`config.mk`:
```
export PLATFORM = sky130hd
export DESIGN_NAME = permutation_universal_cycle_gen_unit
export DESIGN_NICKNAME = d
export VERILOG_FILES = /design/src/hw/rtl/pucg_pkg.sv /design/src/hw/rtl/pucg_perm_store.sv /design/src/hw/rtl/pucg_level_seq.sv /design/src/hw/rtl/permutation_universal_cycle_gen_unit.sv
export SDC_FILE = /design/constraint.sdc
export NUM_CORES = 1
export LEC_CHECK = 0
export BUFFER_PORTS_ARGS = -buffer_cell sky130_fd_sc_hd__buf_2
export CAP_MARGIN = 10
export CELL_PAD_IN_SITES_DETAIL_PLACEMENT = 1
export CELL_PAD_IN_SITES_GLOBAL_PLACEMENT = 2
export CORE_ASPECT_RATIO = 0.5
export CORE_MARGIN = 4
export CORE_UTILIZATION = 40
export CTS_BUF_LIST = sky130_fd_sc_hd__clkbuf_4
export CTS_CLUSTER_SIZE = 16
export DETAILED_ROUTE_END_ITERATION = 8
export MAX_ROUTING_LAYER = met4
export PLACE_DENSITY = 0.88
export SYNTH_ARGS = -nofsm -noshare
export SYNTH_HDL_FRONTEND = slang
export SYNTH_SLANG_ARGS = --single-unit
```
`constraint.sdc`:
```
create_clock -name clk -period 6.3 [get_ports clk]
set_clock_uncertainty 0.2 [all_clocks]
set_input_delay 1.26 -clock clk [delete_from_list [all_inputs] [get_ports clk]]
set_output_delay 1.26 -clock clk [all_outputs]
set_load 0.005 [all_outputs]
```
`src/hw/rtl/pucg_pkg.sv`:
```
// Shared types, constants and the cycle length table for the permutation
// universal cycle generator. No dependencies.
`timescale 1ns / 1ps

package pucg_pkg;

    // Field widths and defaults
    localparam int SYM_W           = 5;
    localparam int MAX_SYMBOLS_DEF = 20;
    localparam int POS_W           = 62;
    localparam int ADDR_W          = 3;
    localparam int DATA_W          = 32;
    localparam int RESET_COUNT     = 4;

    // Register index decoded from paddr[2]
    localparam logic REG_SYMBOL_COUNT = 1'b0;

    typedef enum logic {
        ST_IDLE,
        ST_CLIMB
    } state_t;

    // Command from the level sequencer to the permutation store
    typedef struct packed {
        logic init;
        logic rotate;
    } perm_cmd_t;

    // n! - 1 for n symbols: index of the final symbol of one cycle
    function automatic logic [POS_W-1:0] cycle_last(input logic [SYM_W-1:0] n);
        logic [POS_W-1:0] v;
        case (n)
            5'd2:    v = 62'd1;
            5'd3:    v = 62'd5;
            5'd4:    v = 62'd23;
            5'd5:    v = 62'd119;
            5'd6:    v = 62'd719;
            5'd7:    v = 62'd5039;
            5'd8:    v = 62'd40319;
            5'd9:    v = 62'd362879;
            5'd10:   v = 62'd3628799;
            5'd11:   v = 62'd39916799;
            5'd12:   v = 62'd479001599;
            5'd13:   v = 62'd6227020799;
            5'd14:   v = 62'd87178291199;
            5'd15:   v = 62'd1307674367999;
            5'd16:   v = 62'd20922789887999;
            5'd17:   v = 62'd355687428095999;
            5'd18:   v = 62'd6402373705727999;
            5'd19:   v = 62'd121645100408831999;
            5'd20:   v = 62'd2432902008176639999;
            default: v = '0;
        endcase
        return v;
    endfunction

endpackage

```
`src/hw/rtl/pucg_perm_store.sv`:
```
// Working permutation array with the shared prefix-rotate unit.
// Depends on pucg_pkg.
`timescale 1ns / 1ps

module pucg_perm_store
    import pucg_pkg::*;
#(
    parameter int MAX_SYMBOLS = MAX_SYMBOLS_DEF,
    parameter int RESET_N     = RESET_COUNT,
    parameter int IDX_W       = (MAX_SYMBOLS > 1) ? $clog2(MAX_SYMBOLS) : 1
)
(
    input  logic             clk,
    input  logic             rst_n,
    input  perm_cmd_t        cmd,
    input  logic [SYM_W-1:0] count,
    input  logic [IDX_W-1:0] top,
    output logic [SYM_W-1:0] tail
);

    logic [SYM_W-1:0] perm_reg  [MAX_SYMBOLS];
    logic [SYM_W-1:0] perm_next [MAX_SYMBOLS];

    // Element at the top of the prefix; wraps to entry 0 on rotate
    assign tail = perm_reg[top];

    // Reload or rotate the prefix 0..top right by one place
    always_comb
    begin
        perm_next = perm_reg;
        if (cmd.init)
        begin
            for (int i = 0; i < MAX_SYMBOLS; i++)
            begin
                perm_next[i] = (SYM_W'(i) < count) ? (count - SYM_W'(i)) : '0;
            end
        end
        else if (cmd.rotate)
        begin
            perm_next[0] = tail;
            for (int i = 1; i < MAX_SYMBOLS; i++)
            begin
                if (IDX_W'(i) <= top)
                begin
                    perm_next[i] = perm_reg[i-1];
                end
            end
        end
    end

    always_ff @(posedge clk or negedge rst_n)
    begin
        if (!rst_n)
        begin
            for (int i = 0; i < MAX_SYMBOLS; i++)
            begin
                perm_reg[i] <= (i < RESET_N) ? SYM_W'(RESET_N - i) : '0;
            end
        end
        else
        begin
            perm_reg <= perm_next;
        end
    end

endmodule

```
`src/hw/rtl/pucg_level_seq.sv`:
```
// Level sequencer: per-level call counters, current level and the climb FSM
// that drives the shared rotate unit. Depends on pucg_pkg.
`timescale 1ns / 1ps

module pucg_level_seq
    import pucg_pkg::*;
#(
    parameter int MAX_SYMBOLS = MAX_SYMBOLS_DEF,
    parameter int RESET_N     = RESET_COUNT,
    parameter int IDX_W       = (MAX_SYMBOLS > 1) ? $clog2(MAX_SYMBOLS) : 1
)
(
    input  logic             clk,
    input  logic             rst_n,
    input  logic             init,
    input  logic [SYM_W-1:0] count,
    input  logic             start,
    output logic             busy,
    output logic [IDX_W-1:0] top,
    output perm_cmd_t        cmd
);

    state_t           state_reg, state_next;
    logic [IDX_W-1:0] lvl_reg, lvl_next;
    logic [SYM_W-1:0] calls_reg  [MAX_SYMBOLS];
    logic [SYM_W-1:0] calls_next [MAX_SYMBOLS];

    logic [IDX_W-1:0] deepest;
    logic [SYM_W-1:0] calls_inc;
    logic             step;
    logic             done;

    assign deepest   = IDX_W'(count - SYM_W'(1));
    assign calls_inc = calls_reg[lvl_reg] + SYM_W'(1);
    assign step      = ((state_reg == ST_IDLE) && start && (lvl_reg != '0))
                     || (state_reg == ST_CLIMB);
    assign busy      = (state_reg == ST_CLIMB);
    assign top       = lvl_reg;

    // One rotation per cycle; climb while levels finish their calls
    always_comb
    begin
        state_next = state_reg;
        lvl_next   = lvl_reg;
        calls_next = calls_reg;
        cmd        = '0;
        done       = 1'b0;
        if (init)
        begin
            for (int i = 0; i < MAX_SYMBOLS; i++)
            begin
                calls_next[i] = '0;
            end
            lvl_next   = deepest;
            state_next = ST_IDLE;
            cmd.init   = 1'b1;
        end
        else if (step)
        begin
            cmd.rotate = 1'b1;
            if (calls_inc <= SYM_W'(lvl_reg))
            begin
                calls_next[lvl_reg] = calls_inc;
                done = 1'b1;
            end
            else
            begin
                calls_next[lvl_reg] = '0;
                if (lvl_reg == IDX_W'(1))
                begin
                    done = 1'b1;
                end
                else
                begin
                    lvl_next   = lvl_reg - IDX_W'(1);
                    state_next = ST_CLIMB;
                end
            end
            if (done)
            begin
                lvl_next   = deepest;
                state_next = ST_IDLE;
            end
        end
    end

    always_ff @(posedge clk or negedge rst_n)
    begin
        if (!rst_n)
        begin
            state_reg <= ST_IDLE;
            lvl_reg   <= IDX_W'(RESET_N - 1);
            for (int i = 0; i < MAX_SYMBOLS; i++)
            begin
                calls_reg[i] <= '0;
            end
        end
        else
        begin
            state_reg <= state_next;
            lvl_reg   <= lvl_next;
            calls_reg <= calls_next;
        end
    end

endmodule

```
`src/hw/rtl/permutation_universal_cycle_gen_unit.sv`:
```
// Top level of the permutation universal cycle generator: register port,
// cycle position counter, output register. Depends on pucg_pkg,
// pucg_perm_store and pucg_level_seq.
`timescale 1ns / 1ps

// Each request transaction with next_request high yields one symbol of a
// shorthand universal cycle over the permutations of n = symbol_count symbols;
// last_of_cycle marks symbol n!, after which the cycle repeats. The symbol is
// taken in the accept cycle, which also performs the deepest level's prefix
// rotation; every further level that completes its calls takes another rotation
// of the single shared rotate unit, during which the sequencer is busy and
// takes no new request. A request with next_request low is consumed with no
// result. The output register lets a request be taken in the cycle that the
// previous symbol is taken, once the sequencer is idle. Writing symbol_count
// (clamped to 1..MAX_SYMBOLS) restarts the cycle; no clearing pass is needed.

module permutation_universal_cycle_gen_unit
    import pucg_pkg::*;
#(
    parameter int MAX_SYMBOLS = MAX_SYMBOLS_DEF
)
(
    input  logic              clk,
    input  logic              rst_n,
    // APB-style register port
    input  logic              psel,
    input  logic              penable,
    input  logic              pwrite,
    input  logic [ADDR_W-1:0] paddr,
    input  logic [DATA_W-1:0] pwdata,
    output logic [DATA_W-1:0] prdata,
    output logic              pready,
    // Request channel
    input  logic              in_valid,
    output logic              in_ready,
    input  logic              next_request,
    // Symbol channel
    output logic              out_valid,
    input  logic              out_ready,
    output logic [SYM_W-1:0]  symbol,
    output logic              last_of_cycle
);

    localparam int IDX_W   = (MAX_SYMBOLS > 1) ? $clog2(MAX_SYMBOLS) : 1;
    localparam int RESET_N = (MAX_SYMBOLS < RESET_COUNT) ? MAX_SYMBOLS : RESET_COUNT;

    logic [SYM_W-1:0] count_reg, count_next;
    logic [POS_W-1:0] remain_reg, remain_next;
    logic             out_valid_reg, out_valid_next;
    logic [SYM_W-1:0] symbol_reg;
    logic             last_reg;

    logic             cfg_write;
    logic [SYM_W-1:0] cfg_raw;
    logic [SYM_W-1:0] cfg_clamped;
    logic             accept;
    logic             request;
    logic             busy;
    logic [IDX_W-1:0] top;
    logic [SYM_W-1:0] tail;
    perm_cmd_t        cmd;

    // Register port decode and clamp
    assign pready    = 1'b1;
    assign cfg_write = psel && penable && pwrite && (paddr[2] == REG_SYMBOL_COUNT);
    assign cfg_raw   = pwdata[SYM_W-1:0];

    always_comb
    begin
        cfg_clamped = cfg_raw;
        if (cfg_raw == '0)
        begin
            cfg_clamped = SYM_W'(1);
        end
        else if (cfg_raw > SYM_W'(MAX_SYMBOLS))
        begin
            cfg_clamped = SYM_W'(MAX_SYMBOLS);
        end
    end

    assign count_next = cfg_write ? cfg_clamped : count_reg;
    assign prdata     = (paddr[2] == REG_SYMBOL_COUNT) ? DATA_W'(count_reg) : '0;

    // Handshake
    assign in_ready      = !busy && (!out_valid_reg || out_ready);
    assign accept        = in_valid && in_ready;
    assign request       = accept && next_request;
    assign out_valid     = out_valid_reg;
    assign symbol        = symbol_reg;
    assign last_of_cycle = last_reg;

    // Count down symbols left in the cycle; reload on restart or wrap
    always_comb
    begin
        remain_next = remain_reg;
        if (cfg_write)
        begin
            remain_next = cycle_last(cfg_clamped);
        end
        else if (request)
        begin
            remain_next = (remain_reg == '0) ? cycle_last(count_reg)
                                             : remain_reg - POS_W'(1);
        end
    end

    // Hold a result until taken
    always_comb
    begin
        out_valid_next = out_valid_reg;
        if (request)
        begin
            out_valid_next = 1'b1;
        end
        else if (out_ready)
        begin
            out_valid_next = 1'b0;
        end
    end

    always_ff @(posedge clk or negedge rst_n)
    begin
        if (!rst_n)
        begin
            count_reg     <= SYM_W'(RESET_N);
            remain_reg    <= cycle_last(SYM_W'(RESET_N));
            out_valid_reg <= 1'b0;
        end
        else
        begin
            count_reg     <= count_next;
            remain_reg    <= remain_next;
            out_valid_reg <= out_valid_next;
        end
    end

    // Capture the result payload
    always_ff @(posedge clk)
    begin
        if (request)
        begin
            symbol_reg <= tail;
            last_reg   <= (remain_reg == '0);
        end
    end

    pucg_level_seq #(
        .MAX_SYMBOLS (MAX_SYMBOLS),
        .RESET_N     (RESET_N),
        .IDX_W       (IDX_W)
    ) u_level_seq (
        .clk   (clk),
        .rst_n (rst_n),
        .init  (cfg_write),
        .count (count_next),
        .start (request),
        .busy  (busy),
        .top   (top),
        .cmd   (cmd)
    );

    pucg_perm_store #(
        .MAX_SYMBOLS (MAX_SYMBOLS),
        .RESET_N     (RESET_N),
        .IDX_W       (IDX_W)
    ) u_perm_store (
        .clk   (clk),
        .rst_n (rst_n),
        .cmd   (cmd),
        .count (count_next),
        .top   (top),
        .tail  (tail)
    );

endmodule

```
# ---- Yosys cells after proc, flatten, opt, wreduce, memory -nomap -nowiden
# Memory sizes are Yosys's and may differ from the RTL's.
# Cells that the tools add are included.
dict set report word_totals {
  regBits 280
  mem_bits_ro 3648
  inputBits 43
  output_inout_bits 41
  word_cells 260
  n_memories 2
}
# name depth word_bits rd rd_ports_with_merged_regs write_ports line_no
set mem_list {}
lappend mem_list {{(no name shown)} 32 57 1 0 0 pucg_pkg.sv:32} ;# case (n)
lappend mem_list {{(no name shown)} 32 57 1 0 0 pucg_pkg.sv:32}
dict set report classes {
  addsub 22
  magnitude_cmp 43
  eq_ne 3
  mux 79
  n_bitwise 5
  reduce_logical 59
}
# cell count
set ops {}
lappend ops {{100-bit two-way mux} 5}
lappend ops {{5-bit two-way mux} 53}
lappend ops {{62-bit two-way mux} 3}
lappend ops {{100-bit AND} 1}
lappend ops {{100-bit bitwise mux} 1}
lappend ops {{100-bit NOT} 1}
lappend ops {{62-bit zero test} 1}
lappend ops {{62-bit by 1-bit subtractor with 62-bit output, second input constant} 1}
lappend ops {{5-bit binary-select mux with 5-bit select} 2}
lappend ops {{2-bit nonzero test} 23}
lappend ops {{4-bit by 5-bit <= comparator with 1-bit output, first input constant} 8}
lappend ops {{4-bit by 5-bit < comparator with 1-bit output, first input constant} 8}
lappend ops {{5-bit by 4-bit subtractor with 5-bit output, second input constant} 8}
lappend ops {{2-bit AND reduction} 19}
lappend ops {{5-bit demux with 5-bit select} 1}
lappend ops {{3-bit by 5-bit <= comparator with 1-bit output, first input constant} 4}
lappend ops {{5-bit <= comparator, first input constant} 4}
lappend ops {{3-bit by 5-bit < comparator with 1-bit output, first input constant} 4}
lappend ops {{5-bit < comparator, first input constant} 4}
lappend ops {{5-bit by 3-bit subtractor with 5-bit output, second input constant} 4}
lappend ops {{5-bit subtractor, second input constant} 4}
lappend ops {{1-bit two-way mux} 14}
lappend ops {{2-bit by 5-bit <= comparator with 1-bit output, first input constant} 2}
lappend ops {{1-bit by 5-bit < comparator with 1-bit output, first input constant} 2}
lappend ops {{other kinds (19)} 34}

# ---- Depth between registers and ports, before layout
# Gate-level depths: netlist (run 1).
dict set report depth {
  ltp_word 13
  depth_mapped 21
}

# ---- Hierarchy
# A second synthesis (run 1) with hierarchy kept.
dict set report unflattened {
  cells_unflattened 2126
  hier_area_um2 18665.4
}
# mod instances cells_each area_per_inst_um2 seq_area_each_um2
set by_module_without_submodules {}
lappend by_module_without_submodules {pucg_perm_store 1 755 6790.3 2508.7}
lappend by_module_without_submodules {permutation_universal_cycle_gen_unit 1 837 6356.1 1888.1}
lappend by_module_without_submodules {pucg_level_seq 1 534 5519.0 2655.0}

# ---- Worst setup path before layout (run 1)
# No wires, ideal clock.
dict set report synth_timing {
  path_type {register to register}
  from {register u_level_seq.lvl_reg[1], in the netlist u_level_seq.top[1]}
  to {register u_level_seq.calls_reg[12] (netlist bit)}
  setup_ns 0.132
  t_arrival_ns 4.571
  path_slack_ns 1.397
  stages_incl_launch_ff 19
  n_path_buf 6
  cell_sequence {dfstp_2 -> clkbuf_1 -> buf_1 -> mux4_2 -> mux2i_1 -> o211ai_1 -> clkbuf_1 -> ha_1 -> xnor2_1 -> clkbuf_1 -> ha_1 -> and4_1 -> a21oi_1 -> o21a_1 -> clkbuf_1 -> clkbuf_1 -> nor2_1 -> a22oi_1 -> nor2_1}
}
dict set report synth_via {
  elab_chain_cells 10
  elab_cells_between_ends 21
}
# element line_no
set synth_lines {}
lappend synth_lines {{start: declaration} pucg_level_seq.sv:24} ;# logic [IDX_W-1:0] lvl_reg, lvl_next;
lappend synth_lines {{start signal: assignment} pucg_level_seq.sv:92} ;# lvl_reg <= IDX_W'(RESET_N - 1);
lappend synth_lines {{start signal: assignment} pucg_level_seq.sv:101} ;# lvl_reg <= lvl_next;
lappend synth_lines {{parallel branches: the longest is 10 deep, another holds 5-bit by 1-bit adder with 5-bit output} --}
lappend synth_lines {{end signal: assignment} pucg_level_seq.sv:102} ;# calls_reg <= calls_next;
lappend synth_lines {{end: declaration} pucg_level_seq.sv:25} ;# logic [SYM_W-1:0] calls_reg [MAX_SYMBOLS];
# Parallel ways; which one is timed is not known. The select of a mux whose other input is x is not followed.
# A chain may end at the register's enable or synchronous reset.

# ---- Worst setup path in the final report (run 1)
dict set report layout_timing {
  from {register u_level_seq.lvl_reg[1], in the netlist u_level_seq.top[1]}
  to {register u_level_seq.calls_reg[82] (netlist bit)}
}
# Same word-level chain as after synthesis.

==> impl_results.md, run 1 <==
- Critical path type: reg -> reg
- Vias: ~17000
- Top area cells in the synthesized netlist: dfrtp_1 (37%), mux4_2 (6.3%), a21oi_1 (5.5%), nor2_1 (5.3%), nand2_1 (4.0%)
- Worst-path clk slew: around 0.070 ns
- Worst R2R Path Depth: 14
- Rel. slew slack: 0.294
- # nets final: about 2100
- CTS Sinks: 280
- Reg-to-Reg End: u_level_seq.calls_reg[82]
- Initial antenna violation count: 2
- GR Overflow Total: 0
- Fmax: approximately 180 MHz
- Post-cts gate resize count: 0
- Htree depth: 3
- Critical register-to-register path startpoint: u_level_seq.top[1]
- Largest net degree at the start of global routing: 97
- Clk buf depth: 3
- Routed wire per std cell: roughly 25 µm
- Critical path endpoint category: flip-flop
- TritonCTS clock tree: yes
- Max-Cap Viols: 0
- Synth Instances: a little over 2000
- Area of the die: approximately 48000 µm²
- # hold bufs at CTS: 0
- YS warnings: 0
- Period utilisation layout: 0.894
- Initial Utilization: 0.408
- Max Fanout on Critical Path: 23
- Num ports: 84
- Die W: 307 µm
- Post-synth EDFFs: 6
- Met3 layer usage reported by global route: 0.0643
- Drt total wl: between 60000 and 70000 µm
- Minimum clock period: between 5 and 6 ns
- Mapped Avg Cell Area: approximately 9 µm²
- Slew at the pin with the worst max-slew slack: roughly 1.1 ns
- Cell taking the most area after synthesis: dfrtp_1
- # DRC: 0
- GRT met2 Usage: 0.443
- Die span in y: 158 µm
- I/O Buffers: 26
- #FFs+latches synth: 280
- Core box area: around 44000 µm²
- Register area share after synthesis: 0.393
- Synth Flop Type: dfrtp_1
- Worst hold slack: about 0.18 ns
- Clock Latency Late Sink: about 0.84 ns
- Share of post-route cells with drive strength above 1: 0.130
- GR peak layer: met2
- Final WS setup: approximately 0.67 ns
- R2r setup slk: about 0.67 ns
- HPWL after detailed placement: between 40000 and 50000 µm
- Async S/R FF share, synth: 0.979
- Mapped cell area: 17900 µm²
- First-pass GRT wire length: between 100000 and 150000 µm
- Yosys cell types: 81
- Run status: complete, no violations
- Setup crit start kind: flip-flop
- Post-CTS Setup Bufs: 0
- Clock root buffer: clkbuf_4
- Crit path launch: u_level_seq.top[1]
- Req. time, crit path: 6.79 ns
- Vias in the first global route: about 17000
- Max VDD drop: around 0.00014 V
- Vias per inst: approximately 6.3
- Num CTS Buffers: between 70 and 80
- Initial DRC count: 1649
- Area Growth Syn to Fin: 8.24%
- Setup-failing EPs final: 0
- Pre-antenna DRT Iters: 7
- Lkg Pwr: slightly above 8 nW
- Fillers: between 5000 and 6000
- Routed Antenna Nets: 0
- RSZ-0062 raised after global routing: false
- Critical path data arrival time: roughly 6.1 ns
- Setup_tns: 0 ns
- GP Congestion: approximately 0.95
- Post-synth top area share: 0.366
- Pre-CTS setup slack: 0.823 ns
- M1 GR Usage: 0.385
- PwrDens: just under 400 nW/µm²
- GRT Util Overall: 0.288
- Hold Crit Class: in -> async
- Max Slew Vio Count: 0
- Hold Vio Cnt, Final: 0
- Row count: 54
through the flow:
stage          power [W]  instance area, µm²   util  cells
3_3_place_gp     0.00586               18500  0.422   2570
4_1_cts          0.00765               19400  0.442   2685
2_1_floorplan    0.00484               18000      -   2076
5_1_grt          0.00814               19400  0.442   2688
6_report         0.00769               19400  0.442   2688
3_5_place_dp     0.00594               18500  0.422   2570
placed cells by master, fill, tap and decap left out, types with 27 or more instances in the layout:
master and instances:
clkbuf_4 102, mux4_2 50, buf_4 47, ha_1 45
xnor2_1 27, nor3_1 55, mux2i_1 48, conb_1 28
inv_1 36, a31oi_1 60, a21oi_1 196, nand2_1 189
o21ai_0 139, nand3_1 80, dfrtp_1 261, nor2_1 251
a22oi_1 44
synthesized netlist by cell type, types with 31 or more instances:
master	number
dfrtp_1	262
nor2_1	252
a21oi_1	196
nand2_1	189
o21ai_0	139
clkbuf_1	110
nand3_1	80
a31oi_1	60
nor3_1	56
mux4_2	50
mux2i_1	48
ha_1	45
a22oi_1	44
inv_1	36
buf_4	31
per-layer routing:
metal | part of all wire | vias to the layer above
met1 | 0.45 | 8696
li1 | - | 7562
met2 | 0.46 | 616
met3 | 0.070 | 125
met4 | 0.024 | 0
met5 | 0 | -
where the power goes:
group          switching (W)  internal (W)  total, W
registers           0.000625       0.00232   0.00295
clock network       0.000866      0.000823   0.00169
logic                0.00186       0.00119   0.00305
total                0.00336       0.00433   0.00769
worst max-delay path, stage by stage (launching register included):
cell	delay, ns
dfstp_2	1.12
inv_2	0.42
mux2i_1	0.25
o211ai_1	0.32
ha_1	0.24
nor3b_1	0.27
xor2_1	0.22
clkinv_1	0.35
ha_1	0.42
nor2_1	0.09
a21oi_1	0.06
o21a_1	0.13
nor3_1	0.77
nand2_1	0.33
o21ai_0	0.26
how the worst max path moves through the flow:
stage | to | slack, ns | cells past startpoint
floorplan | u_level_seq.calls_reg[12] | 1.40 | 18
global placement | u_level_seq.calls_reg[62] | 0.88 | 15
CTS | u_level_seq.calls_reg[82] | 0.74 | 15
finish | u_level_seq.calls_reg[82] | 0.67 | 14
detailed placement | u_level_seq.calls_reg[82] | 0.82 | 15
global route | u_level_seq.calls_reg[82] | 0.25 | 15
final cells by class:
type	count	area (µm²)	share of cell area
antenna	2	5.00	0.000258
clock buffer	102	766	0.0395
clock inverter	13	115	0.00593
inverter	44	165	0.00851
multi-input combinational	1584	10000	0.518
sequential	280	7060	0.364
tap	588	736	0.0379
timing repair buffer	75	518	0.0267
cells by family after synthesis:
kind of cell,Yosys count,share of synthesized area
muxes,101,0.0915
buffers and inverters,212,0.0525
xor gates and xnor gates,42,0.0205
AOI/OAI and AO/OA,653,0.228
other,2,0.000419
adders and majority gates,45,0.0314
DFF,280,0.393
and+or+nand+nor,715,0.183
No activity file was read; power rests on OpenSTA's default activity.
==> run 2, diff against run 1 <==
BUFFER_PORTS_ARGS = -buffer_cell sky130_fd_sc_hd__buf_4   (was -buffer_cell sky130_fd_sc_hd__buf_2)
==> impl_results.md, run 2 (same netlist as run 1, synthesis figures left out) <==
- Most common cell after layout, fill and taps aside: dfrtp_1
- Critical path data arrival time: 5.99 ns (-0.13 ns)
- Max Fanout on Critical Path: 31 (+35%)
- Vias in the first global route: 17100 (-1.3%)
- GR Overflow Total: 0 (unchanged)
- Largest net degree at the start of global routing: 147 (+52%)
- Routed Antenna Nets: 0 (unchanged)
- Initial Utilization: 0.408 (unchanged)
- Clock Latency Late Sink: 0.82 ns (-0.02 ns)
- CTS Sinks: 280 (unchanged)
- Minimum clock period: 5.46 ns (-0.171 ns)
- Drt total wl: 68100 µm (+0.45%)
- Routed wire per std cell: 25.3 µm (+0.11%)
- Hold Vio Cnt, Final: 0 (unchanged)
- Worst R2R Path Depth: 15 (+1)
- Max Slew Vio Count: 0 (unchanged)
- Htree depth: 3 (unchanged)
- Initial DRC count: 1564 (-5.2%)
- Post-cts gate resize count: 0 (unchanged)
- Most frequent cells in the layout: dfrtp_1 (261), nor2_1 (251), a21oi_1 (196)
- Setup_tns: 0 ns (unchanged)
- Req. time, crit path: 6.83 ns (+0.04 ns)
- Share of post-route cells with drive strength above 1: 0.134 (+0.00467)
- Area Growth Syn to Fin: 8.86%
- Critical path type: reg -> reg
- Vias per inst: 6.34 (+0.20%)
- Lkg Pwr: 8.27 nW (+0.75%)
- I/O Buffers: 26 (unchanged)
- Clk buf depth: 3 (unchanged)
- GP Congestion: 0.957 (+0.39%)
- Num CTS Buffers: 73 (unchanged)
- # hold bufs at CTS: 0 (unchanged)
- PwrDens: 396 nW/µm² (about the same)
- R2r setup slk: 0.84 ns (+0.17 ns)
- Setup-failing EPs final: 0 (unchanged)
- Die W: 307 µm (unchanged)
- Die span in y: 158 µm (unchanged)
- Pre-antenna DRT Iters: 5 (-2)
- Worst-path clk slew: 0.08 ns (about the same)
- HPWL after detailed placement: 46400 µm (+0.31%)
- Clock root buffer: clkbuf_4
- Hold Crit Class: in -> async
- Row count: 54 (unchanged)
- Rel. slew slack: 0.235 (-0.0583)
- Area of the die: 48500 µm² (unchanged)
- Max-Cap Viols: 0 (unchanged)
- Vias: 17100 (+0.54%)
- Post-CTS Setup Bufs: 0 (unchanged)
- Initial antenna violation count: 2 (unchanged)
- Num ports: 84 (unchanged)
- Critical path endpoint category: flip-flop
- Slew at the pin with the worst max-slew slack: 1.14 ns (+0.0833 ns)
- Period utilisation layout: 0.867 (-0.0271)
- Max VDD drop: 0.000154 V (+8.0%)
- GRT Util Overall: 0.288 (-0.000717)
- Core box area: 43900 µm² (unchanged)
- TritonCTS clock tree: yes
- # nets final: 2143 (-0.14%)
- Worst hold slack: 0.178 ns (-0.00190 ns)
- # DRC: 0 (unchanged)
- Fmax: 183 MHz (+3.1%)
- Setup crit start kind: flip-flop
- Run status: complete, no violations
- RSZ-0062 raised after global routing: false
- First-pass GRT wire length: 105000 µm (-0.32%)
-- run 2: cell count changes in the layout (fill, tap and decap cells not counted), sizes merged --
cell / previous run / this run
buf: 74 / 72
clkinvlp: 1 / 0
bufinv: 2 / 0
clkbuf: 103 / 114
inv: 42 / 45
-- run 2: report_power, final --
part	leakage [nW]	internal [W]	switching, W
Sequential	3.47	0.00232	0.000612
Combinational	4.23	0.00120	0.00188
Clock	0.566	0.000824	0.000886
Total	8.27	0.00434	0.00338
-- run 2: metal layers --
layer | vias to the layer above | share of wire | track usage
met2 | 645 | 0.45 | 0.440
met4 | 0 | 0.026 | 0.0905
met5 | - | 0 | -
li1 | 7561 | - | -
met3 | 132 | 0.078 | 0.0705
met1 | 8752 | 0.44 | 0.380
-- run 2: final cells by class --
type                       instances  area (µm²)
timing repair buffer              72         589
inverter                          44         165
fill                            5216       24400
clock inverter                    13        65.1
sequential                       280        7060
antenna                            2        5.00
tap                              588         736
clock buffer                     114         856
multi-input combinational       1584       10000
-- run 2: metrics by stage --
| stage | setup slack [ns] | cell area, µm² | util | instances | power, W |
|---|---|---|---|---|---|
| final | 0.841 | 19500 | 0.444 | 2697 | 0.00773 |
| after global routing | 0.435 | 19500 | 0.444 | 2697 | 0.00818 |
| after CTS | 0.789 | 19500 | 0.444 | 2695 | 0.00770 |
| after detailed placement | 0.882 | 18600 | 0.423 | 2568 | 0.00596 |
| after global placement | 0.980 | 18600 | 0.423 | 2567 | 0.00587 |
| after floorplan | 1.40 | 18000 | - | 2076 | 0.00484 |
-- run 2: final timing paths --
path                                            from                         to
min                                            rst_n              remain_reg[9]
max                               u_level_seq.top[2]  u_level_seq.calls_reg[87]
max in group asynchronous                      rst_n         u_level_seq.top[2]
min in group clk           u_level_seq.calls_reg[33]  u_level_seq.calls_reg[33]
min reg2reg                u_level_seq.calls_reg[33]  u_level_seq.calls_reg[33]
max reg2reg                       u_level_seq.top[2]  u_level_seq.calls_reg[87]
-- run 2: critical path, stage by stage, from the launching register on --
cell      delay, ns
dfrtp_2        0.63
buf_4          0.50
mux4_2         0.40
nand2_1        0.09
a21oi_1        0.09
a211oi_1       0.42
and3b_1        0.24
xor2_1         0.19
clkinv_1       0.38
ha_1           0.48
and4_1         0.21
a21oi_1        0.09
o21a_1         0.13
nor3_1         0.82
nand2_1        0.26
o21ai_0        0.22
==> run 3, diff against run 2 <==
MAX_ROUTING_LAYER = unset   (was met4)
==> impl_results.md, run 3 (same netlist as run 1, synthesis figures left out) <==
- Setup-failing EPs final: 0 (unchanged)
- Clk buf depth: 3 (unchanged)
- Pre-antenna DRT Iters: 5 (unchanged)
- Drt total wl: 68100 µm (about the same)
- # DRC: 0 (unchanged)
- Fillers: 5216 (unchanged)
- PwrDens: 396 nW/µm² (about the same)
- Rel. slew slack: 0.245 (+0.00908)
- R2r setup slk: 0.80 ns (-0.04 ns)
- GRT Util Overall: 0.279 (-0.00882)
- Share of post-route cells with drive strength above 1: 0.134 (unchanged)
- CP max stage delay: 0.85 ns (+0.03 ns)
- Htree depth: 3 (unchanged)
- Initial Utilization: 0.408 (unchanged)
- Setup_tns: 0 ns (unchanged)
- Crit-path slowest cell: nor3_1
- Largest net degree at the start of global routing: 147 (unchanged)
- Fmax: 182 MHz (-0.67%)
- Placed Area: 18600 µm² (unchanged)
- Slew at the pin with the worst max-slew slack: 1.12 ns (-0.0181 ns)
- End of the critical path: u_level_seq.calls_reg[87]
- Routed Antenna Nets: 0 (unchanged)
- Vias per inst: 6.36 (+0.42%)
- # hold bufs at CTS: 0 (unchanged)
- Die span in y: 158 µm (unchanged)
- Hold Vio Cnt, Final: 0 (unchanged)
- Num ports: 84 (unchanged)
- CTS Sinks: 280 (unchanged)
- Max-Cap Viols: 0 (unchanged)
- Max Fanout on Critical Path: 31 (unchanged)
- First-pass GRT wire length: 105000 µm (about the same)
- Area Growth Syn to Fin: 8.86% (unchanged)
- Area of the die: 48500 µm² (unchanged)
- I/O Buffers: 26 (unchanged)
- RSZ-0062 raised after global routing: false
- Minimum clock period: 5.50 ns (+0.0371 ns)
- Req. time, crit path: 6.84 ns (about the same)
- Critical path data arrival time: 6.04 ns (+0.05 ns)
- Crit path launch: u_level_seq.top[2]
- Clock Latency Late Sink: 0.84 ns (+0.02 ns)
- Vias: 17200 (+0.42%)
- Initial DRC count: 1631 (+4.3%)
- GP Congestion: 0.940 (-1.8%)
- Tot Pwr: 0.00773 W (about the same)
- Max VDD drop: 0.000156 V (+1.1%)
- CP cell instances: buf_4, mux4_2, nand2_1, a21oi_1, a211oi_1, and3b_1, xor2_1, clkinv_1, ha_1, and4_1, a21oi_1, o21a_1, nor3_1, nand2_1, o21ai_0
- Core box area: 43900 µm² (unchanged)
- Most frequent cells in the layout: dfrtp_1 (261), nor2_1 (251), a21oi_1 (196)
- Lkg Pwr: 8.27 nW (unchanged)
- Row count: 54 (unchanged)
- Worst R2R Path Depth: 15 (unchanged)
- Vias in the first global route: 17100 (-0.035%)
- Hold Crit Class: in -> async
- TritonCTS clock tree: yes
- Die W: 307 µm (unchanged)
- Run status: complete, no violations
- GR Overflow Total: 0 (unchanged)
- Reg area: 7060 µm² (unchanged)
- Post-cts gate resize count: 0 (unchanged)
- Finished Cell Area: 19500 µm² (unchanged)
- Routed wire per std cell: 25.3 µm (about the same)
- Critical register-to-register path startpoint: u_level_seq.top[2]
- # nets final: 2143 (unchanged)
- Period utilisation layout: 0.872 (+0.00589)
- HPWL after detailed placement: 46400 µm (unchanged)
- Clock root buffer: clkbuf_4
- Initial antenna violation count: 2 (unchanged)
- Worst-path clk slew: 0.08 ns (about the same)
- Multi-input gate area: 10000 µm² (unchanged)
- Max Slew Vio Count: 0 (unchanged)
- Reg-to-Reg End: u_level_seq.calls_reg[87]
- Setup crit start kind: flip-flop
- Critical path type: reg -> reg
- Critical path endpoint category: flip-flop
- Most common cell after layout, fill and taps aside: dfrtp_1
- Post-CTS Setup Bufs: 0 (unchanged)
- Num CTS Buffers: 73 (unchanged)
## run 3: cell counts in the layout (fill, tap and decap cells not counted)
Identical to the previous run, type by type.
## run 3: critical path, delay by kind of cell (launching register included)
| family | cells | cell delay, ns |
|---|---|---|
| simple gates | 5 | 1.66 |
| compound gates | 5 | 0.95 |
| mux | 1 | 0.40 |
| xor+xnor | 1 | 0.20 |
| fa+ha+maj | 1 | 0.47 |
| flops | 1 | 0.62 |
| buf+inv | 2 | 0.90 |
## run 3: worst min-delay path by stage
stage / cells past startpoint / to / from / slack [ns]
floorplan: 2 / u_level_seq.calls_reg[7] / u_level_seq.calls_reg[7] / 0.24
global placement: 2 / u_level_seq.calls_reg[33] / u_level_seq.calls_reg[33] / 0.26
detailed placement: 2 / u_level_seq.calls_reg[7] / u_level_seq.calls_reg[7] / 0.27
CTS: 1 / remain_reg[9] / rst_n / 0.15
global route: 1 / remain_reg[9] / rst_n / 0.18
finish: 1 / remain_reg[9] / rst_n / 0.17
## run 3: final cells by class
class / instances / area share
multi-input cells: 1584 / 0.515
diodes: 2 / 0.000256
clock inverters: 13 / 0.00333
flip-flops and latches: 280 / 0.362
clock buffers: 114 / 0.0438
well taps: 588 / 0.0377
inverters: 44 / 0.00846
repair buffers: 72 / 0.0302
## run 3: layer usage
metal | share of wire | up-vias | wire [µm] | track usage
li1 | - | 7560 | - | -
met1 | 0.44 | 8777 | 30000 | 0.381
met2 | 0.45 | 668 | 30600 | 0.440
met3 | 0.079 | 154 | 5410 | 0.0707
met4 | 0.031 | 2 | 2080 | 0.0880
met5 | 0.00018 | - | 12 | 0
## run 3: power breakdown
| part | internal [W] | switching [W] | total [W] |
|---|---|---|---|
| registers | 0.00232 | 0.000613 | 0.00294 |
| logic | 0.00120 | 0.00189 | 0.00308 |
| clock network | 0.000824 | 0.000888 | 0.00171 |
## run 3: per-stage QoR
stage / hold slack [ns] / std cells / setup slack [ns] / util
after floorplan: 0.242 / 2076 / 1.40 / -
after global placement: 0.261 / 2567 / 0.980 / 0.423
after detailed placement: 0.268 / 2568 / 0.882 / 0.423
after CTS: 0.154 / 2695 / 0.789 / 0.444
after global routing: 0.178 / 2696 / 0.435 / 0.444
final: 0.165 / 2697 / 0.804 / 0.444
